==> config.mk <==
export PLATFORM = sky130hd
export DESIGN_NAME = asht_hash
export DESIGN_NICKNAME = d
export VERILOG_FILES = /design/src/rtl/asht_pkg.sv /design/src/rtl/asht_hash.sv
export SDC_FILE = /design/constraint.sdc
export NUM_CORES = 2
export LEC_CHECK = 0
export BUFFER_PORTS_ARGS = -buffer_cell sky130_fd_sc_hd__clkbuf_2
export CAP_MARGIN = 20
export CORE_MARGIN = 3
export CORE_UTILIZATION = 50
export CTS_BUF_LIST = sky130_fd_sc_hd__clkbuf_8
export DETAILED_ROUTE_END_ITERATION = 16
export PLACE_DENSITY = 0.69
export SLEW_MARGIN = 20
export SYNTH_ARGS = -nofsm -noshare
export SYNTH_HDL_FRONTEND = slang
export SYNTH_SLANG_ARGS = --single-unit
==> constraint.sdc <==
create_clock -name i_clk -period 27.8 [get_ports i_clk]
set_input_delay 4.17 -clock i_clk [delete_from_list [all_inputs] [get_ports i_clk]]
set_output_delay 4.17 -clock i_clk [all_outputs]
set_load 0.005 [all_outputs]
==> src/rtl/asht_pkg.sv <==
// Shared types and constants for the address session hash table.
// Holds the command codes, key and session widths and the hash mixing constants.
// No dependencies.
package asht_pkg;

    localparam int KEY_W      = 48;
    localparam int IP_W       = 32;
    localparam int PORT_W     = 16;
    localparam int SESS_W     = 8;
    localparam int PORT_SHIFT = 16;
    localparam int MIX_SHIFT  = 33;

    localparam logic [63:0] MIX_C1 = 64'hff51afd7ed558ccd;
    localparam logic [63:0] MIX_C2 = 64'hc4ceb9fe1a85ec53;

    typedef enum logic [1:0] {
        CMD_LOOKUP = 2'd0,
        CMD_INSERT = 2'd1,
        CMD_CLEAR  = 2'd2
    } t_cmd;

    typedef struct packed {
        logic              used;
        logic [KEY_W-1:0]  key;
        logic [SESS_W-1:0] sess;
    } t_entry;

endpackage

==> src/rtl/asht_hash.sv <==
// Iterative murmur3 64-bit finalizer and home slot reduction.
// One 32x32 multiplier is reused for the partial products and the reduction; depends on asht_pkg.
module asht_hash
    import asht_pkg::*;
#(
    parameter int MAP_SLOTS = 512
) (
    input  logic                         i_clk,
    input  logic                         i_rst_n,
    input  logic                         i_start,
    input  logic [KEY_W-1:0]             i_key,
    output logic                         o_done,
    output logic [$clog2(MAP_SLOTS)-1:0] o_slot
);

    localparam int AW = $clog2(MAP_SLOTS);
    localparam bit POW2 = ((MAP_SLOTS & (MAP_SLOTS - 1)) == 0);
    localparam logic [63:0] RECIP_W = ((64'd1 << (31 + AW)) + 64'(MAP_SLOTS) - 64'd1)
                                      / 64'(MAP_SLOTS);
    localparam logic [31:0] RECIP = RECIP_W[31:0];
    localparam logic [31:0] M_32  = 32'(MAP_SLOTS);

    typedef enum logic [6:0] {
        H_IDLE = 7'b0000001,
        H_P0   = 7'b0000010,
        H_P1   = 7'b0000100,
        H_P2   = 7'b0001000,
        H_P3   = 7'b0010000,
        H_MA   = 7'b0100000,
        H_MB   = 7'b1000000
    } t_hstate;

    t_hstate r_state, n_state;
    logic [63:0] r_v, n_v;
    logic [63:0] r_prod, n_prod;
    logic [63:0] r_acc, n_acc;
    logic        r_pass, n_pass;
    logic [1:0]  r_cnt, n_cnt;
    logic [15:0] r_rem, n_rem;
    logic [AW-1:0] r_slot, n_slot;
    logic        r_done, n_done;

    logic [63:0] key_ext;
    logic [63:0] mix_c;
    logic [31:0] mul_a, mul_b;
    logic [63:0] mul_res;
    logic [31:0] hi_sum;
    logic [63:0] v_new, v_x;
    logic [31:0] mod_x;
    logic [63:0] quo_full;
    logic [31:0] mod_r;

    assign key_ext  = {{(64-KEY_W){1'b0}}, i_key};
    assign mix_c    = r_pass ? MIX_C2 : MIX_C1;
    assign mul_res  = {32'b0, mul_a} * {32'b0, mul_b};
    assign hi_sum   = r_acc[63:32] + r_prod[31:0];
    assign v_new    = {hi_sum, r_acc[31:0]};
    assign v_x      = v_new ^ (v_new >> MIX_SHIFT);
    assign mod_x    = {1'b0, r_rem, r_v[63:49]};
    assign quo_full = r_prod >> (31 + AW);
    assign mod_r    = mod_x - mul_res[31:0];

    always_comb begin
        mul_a = r_v[31:0];
        mul_b = mix_c[31:0];
        unique case (r_state)
            H_P1: begin
                mul_b = mix_c[63:32];
            end
            H_P2: begin
                mul_a = r_v[63:32];
            end
            H_MA: begin
                mul_a = mod_x;
                mul_b = RECIP;
            end
            H_MB: begin
                mul_a = quo_full[31:0];
                mul_b = M_32;
            end
            default: begin
                mul_a = r_v[31:0];
                mul_b = mix_c[31:0];
            end
        endcase
    end

    always_comb begin
        n_state = r_state;
        n_v     = r_v;
        n_prod  = r_prod;
        n_acc   = r_acc;
        n_pass  = r_pass;
        n_cnt   = r_cnt;
        n_rem   = r_rem;
        n_slot  = r_slot;
        n_done  = 1'b0;
        unique case (r_state)
            H_IDLE: begin
                if (i_start) begin
                    n_v     = key_ext ^ (key_ext >> MIX_SHIFT);
                    n_pass  = 1'b0;
                    n_state = H_P0;
                end
            end
            H_P0: begin
                n_prod  = mul_res;
                n_state = H_P1;
            end
            H_P1: begin
                n_acc   = r_prod;
                n_prod  = mul_res;
                n_state = H_P2;
            end
            H_P2: begin
                n_acc[63:32] = hi_sum;
                n_prod       = mul_res;
                n_state      = H_P3;
            end
            H_P3: begin
                n_v = v_x;
                if (!r_pass) begin
                    n_pass  = 1'b1;
                    n_state = H_P0;
                end else if (POW2) begin
                    n_slot  = v_x[AW-1:0];
                    n_done  = 1'b1;
                    n_state = H_IDLE;
                end else begin
                    n_rem   = {12'b0, v_x[63:60]};
                    n_v     = v_x << 4;
                    n_cnt   = '0;
                    n_state = H_MA;
                end
            end
            H_MA: begin
                n_prod  = mul_res;
                n_state = H_MB;
            end
            H_MB: begin
                n_rem = mod_r[15:0];
                n_v   = r_v << 15;
                n_cnt = r_cnt + 2'd1;
                if (r_cnt == 2'd3) begin
                    n_slot  = mod_r[AW-1:0];
                    n_done  = 1'b1;
                    n_state = H_IDLE;
                end else begin
                    n_state = H_MA;
                end
            end
            default: begin
                n_state = H_IDLE;
            end
        endcase
    end

    always_ff @(posedge i_clk) begin
        if (!i_rst_n) begin
            r_state <= H_IDLE;
            r_done  <= 1'b0;
            r_pass  <= 1'b0;
            r_cnt   <= '0;
        end else begin
            r_state <= n_state;
            r_done  <= n_done;
            r_pass  <= n_pass;
            r_cnt   <= n_cnt;
        end
        r_v    <= n_v;
        r_prod <= n_prod;
        r_acc  <= n_acc;
        r_rem  <= n_rem;
        r_slot <= n_slot;
    end

    assign o_done = r_done;
    assign o_slot = r_slot;

endmodule
Yosys cells after proc, flatten, opt, wreduce, memory -nomap -nowiden
Cells that the tools add are included.

Input bits: 51. Output and inout port bits: 10. Logic and storage cells: 53. Register bits: 228.

Reductions and logical operators: 8. Muxes and demuxes: 18. Eq/ne operators: 11. Bitwise operators: 2. $add $sub $neg: 3. Multiply operators: 1.

Operators by type and width (count): $pmux W32 S3 (2); $pmux W64 S3 (1); $mul A32 B32 Y64 (1); $mux W64 (1); $pmux W32 S2 (1); $xor A64 B31 Y64 (1); $mux W62 (1); $pmux W7 S7 (1); $xor A48 B15 Y48 (1); $add A32 B32 Y32 (1); $mux W9 (2); $pmux W9 S2 (1); $sub A16 B16 Y16 (1); $eq A7 B1 Y1 const B (1); $eq A7 B2 Y1 const B (1); $eq A7 B3 Y1 const B (1); $eq A7 B4 Y1 const B (1); $eq A7 B5 Y1 const B (1); $eq A7 B6 Y1 const B (1); $eq A7 B7 Y1 const B (1); $mux W7 (1); $mux W6 (1); $ne A2 B2 Y1 const B (3); $reduce_bool A2 Y1 (3); 9 further kinds (13).

Longest topological paths before layout
Word-level depth: 6. Gate-level depth with buffers: 39. Gate-level depth less buffers: 36.

Worst setup path after synthesis
No wires, ideal clock.

Path type: reg2reg. Start point: register r_state[1]. End point: register r_prod[51], data pin. Path slack: 18.435 ns. Stages on the path, launching flop included: 31. Path buffers: 4. Setup time: 0.263 ns. Period minus slack after synthesis: 9.365 ns. Required time: 27.537 ns. Arrival time: 9.102 ns. Path through: dfxtp_1 buf_2 nor4_1 nand3_1 inv_1 clkbuf_1 clkbuf_1 nand2_1 fa_1 inv_1 fa_1 inv_1 fa_1 fa_1 inv_1 fa_1 fa_1 fa_1 fa_1 ha_1 clkbuf_1 a21o_1 a31o_2 a21oi_1 o21ai_0 a221o_1 a31oi_1 nor4_1 or2_1 a31oi_1 xnor2_1.

Longest elaborated chain between the ends: 3. Elaborated cells on any way between the ends: 7. Classes of those cells: 1 x mul; 4 x eq/ne; 2 x mux.

Ends and longest elaborated chain: start: declaration (line asht_hash.sv:33) `t_hstate r_state, n_state;`; start signal: assignment (line asht_hash.sv:165) `r_state <= n_state;`; $eq A7 B7 Y1, or another cell as far along (line asht_hash.sv:66) `unique case (r_state)`; $pmux W32 S3 (line asht_hash.sv:66); $mul A32 B32 Y64 (*) (line asht_hash.sv:55) `assign mul_res = {32'b0, mul_a} * {32'b0, mul_b};`; net mul_res[51] (line asht_hash.sv:46) `logic [63:0] mul_res;`; end signal: assignment (line asht_hash.sv:171) `r_prod <= n_prod;`; end: declaration (line asht_hash.sv:35) `logic [63:0] r_prod, n_prod;`.

Mark *: on every way through the listed nets, which the timed path passes. The rest lies on a longest branch. A chain may end at the register's enable or synchronous reset.

Worst setup path in the final report
Ends and elaborated chain as after synthesis.

==> results.yml <==
status:
  status: "finished, final reports clean"
drt:
  drt_pre_antenna_iters: 7
  drc: 0
  viasPerCell: 5.89
  ant_nets: 0
  vias: 32700
  wl_mm: 155
  drtIter0Drc: 3968
  wl_per_cell_um: 27.9
global_route:
  overflow: 0
  grt_pass1_wl_mm: 226
  grt_pass1_vias: 33400
  grt_max_degree: 75
  antenna_found_initial: 3
  groute.usage.overall: 0.354
floorplanning:
  dieArea_um2: 88100
  io_pins: 61
  initial_core_util: 0.505
  die_w_um: 297
  std_cell_rows: 106
  die_y_um: 297
  coreArea_um2: 83700
timing:
  setup_viol: 0
  fmax_mhz: 88.4
  rsz0062_at_grt: "false"
  min_period_ns: 11.31
  fin_crit_sh: 0.407
  worst_pin_slew_ns: 1.19
  slew_headroom: 0.200
  tns_ns: 0
  skew_ns: 0.0168
  slew_violations: 0
  hold_viol: 0
clocking:
  clk_pin_slew_ns: 0.08
  htreeDepth: 1
  root_buffer: "clkbuf_8"
  clkSinkCount: 228
  hold_buffers: 0
  clk_path_buf_depth: 3
  cts_inserted_buffers: 31
  cts_tree: "done"
  cts_setup_buffers: 0
  clock_latency_ns: 0.60
  cts_resized: 0
min_path:
  min_path_type: "flip-flop to flip-flop"
  hp-start: "r_prod[0]"
worst_setup_path:
  worst-path-max-fanout: 74
  timing.reg2reg.setup_slack_ns: 16.49
  cp-startpoint: "r_state[1]"
  crit_path_max_incr_delay_ns: 0.78
  worstReg2RegStart: "r_state[1]"
  cp.required_ns: 28.14
  setup.worst_path.end_class: "flip-flop"
  slowest_stage: "buf_4"
  timing.critical_path.mode_cell: "fa_1"
  crit_arrival_ns: 11.65
  worstSetupPathType: "flip-flop to flip-flop"
  startpoint_type: "flip-flop"
placed_design:
  numPortBuffers: 60
  routabilityCongestion: 1.08
  place_inst: 5502
  hpwlAfterDp_mm: 132
yosys:
  seq_area_frac_synth: 0.159
  syn_area_um2: 42300
  yosysTopAreaCellShare: 0.378
  yosysTopAreaCell: "fa_1"
  ys_ff_latch: 228
  synthArstFlopShare: 0
  ys_types: 91
  synth_edf_count: 217
  ys_top_cells_by_area: "fa_1, edfxtp_1, ha_1"
  synthCells: 4396
  avgSynthCellArea_um2: 9.62
  syn_nets: 5634
  synth_ff_type: "edfxtp_1"
  yosysWarnings: 0
job:
  maxCapViolCount: 0
final_layout:
  drive_gt1_frac: 0.0550
  area_delta_synth_final_pct: 5.14
  layoutNonFillerInstCount: 5558
  final_nets: 5639
cell type report:
cell class / instances / area, µm²
timing repair buffer: 112 / 691
sequential: 228 / 6740
inverter: 1024 / 3840
antenna: 2 / 5.00
multi-input combinational: 3004 / 31200
tap: 1134 / 1420
clock inverter: 23 / 149
fill: 7702 / 39200
clock buffer: 31 / 427
routing by layer:
metal	global-route usage	up-vias	wire, µm
li1	-	13800	-
met1	0.475	16200	58300
met2	0.523	2166	66400
met3	0.101	476	20100
met4	0.185	4	10500
met5	0	-	28
worst max-delay path: cells and delay by family, from the launching register on:
family	cells	cell delay, ns
AO/OA/AOI/OAI	9	2.72
buffers and inverters	8	1.74
XOR/XNOR	1	0.09
AND/OR/NAND/NOR	7	2.53
flip-flops	1	0.41
adder cells (fa/ha/maj)	9	3.47
layout by cell type (no fill, tap or decap), types with 12 or more instances in the layout:
cell type,n
buf_4,52
edfxtp_1,217
o21ai_0,150
nand2_1,418
and2_1,15
a21oi_1,162
clkbuf_8,31
clkbuf_2,60
and3_1,12
nor2_1,304
a31oi_1,20
a211oi_1,16
clkinv_1,13
o21bai_1,24
a21o_1,82
a22o_1,19
nor3_1,27
inv_2,16
or2_2,17
nor2b_1,12
inv_1,1011
xor2_1,72
o22ai_1,15
nand2b_1,31
nand3_1,43
o21a_1,17
ha_1,388
nand4_1,18
a22oi_1,52
fa_1,799
xnor2_1,115
registers in the layout (all words and copies together), names as in the netlist:
name,count
r_cnt,2
o_slot,9
r_pass,1
r_rem,16
r_acc,64
r_prod,64
r_state,7
r_v,64
o_done,1
logic make-up (layout without fill, tap and decap cells):
family / Yosys count / after routing / share of synthesized area
flops: 228 / 228 / 0.159
compound gates: 665 / 665 / 0.103
mux: 7 / 7 / 0.00175
simple gates: 955 / 955 / 0.0978
fa+ha+maj: 1189 / 1189 / 0.494
xor+xnor: 188 / 188 / 0.0393
other cells: 0 / 2 / 0
buf+inv: 1164 / 1190 / 0.105
Yosys cell counts, types with 20 or more instances:
library cell  count
fa_1            799
edfxtp_1        217
a31oi_1          20
a22oi_1          52
a21o_1           82
o21ai_0         150
nand2b_1         31
xnor2_1         115
nand3_1          45
inv_1          1007
clkbuf_1         99
xor2_1           72
o21bai_1         24
a21oi_1         163
nor3_1           27
ha_1            388
nor2_1          311
nand2_1         418
per-stage QoR:
stage | instance area, µm² | util | setup slack, ns | hold slack [ns]
floorplan | 42300 | - | 18.43 | 0.433
global placement | 43900 | 0.524 | 16.84 | 0.442
detailed placement | 43900 | 0.524 | 16.83 | 0.458
CTS | 44400 | 0.531 | 16.79 | 0.474
global route | 44400 | 0.531 | 16.12 | 0.485
finish | 44400 | 0.531 | 16.49 | 0.473
final timing paths:
check               end  cells past startpoint
max          r_prod[51]                     34
min            r_acc[0]                      0
max reg2reg  r_prod[51]                     34
min reg2reg    r_acc[0]                      0
Power is not shown: default switching activity piles up to over one toggle a cycle in this logic, so the estimate is an artifact.
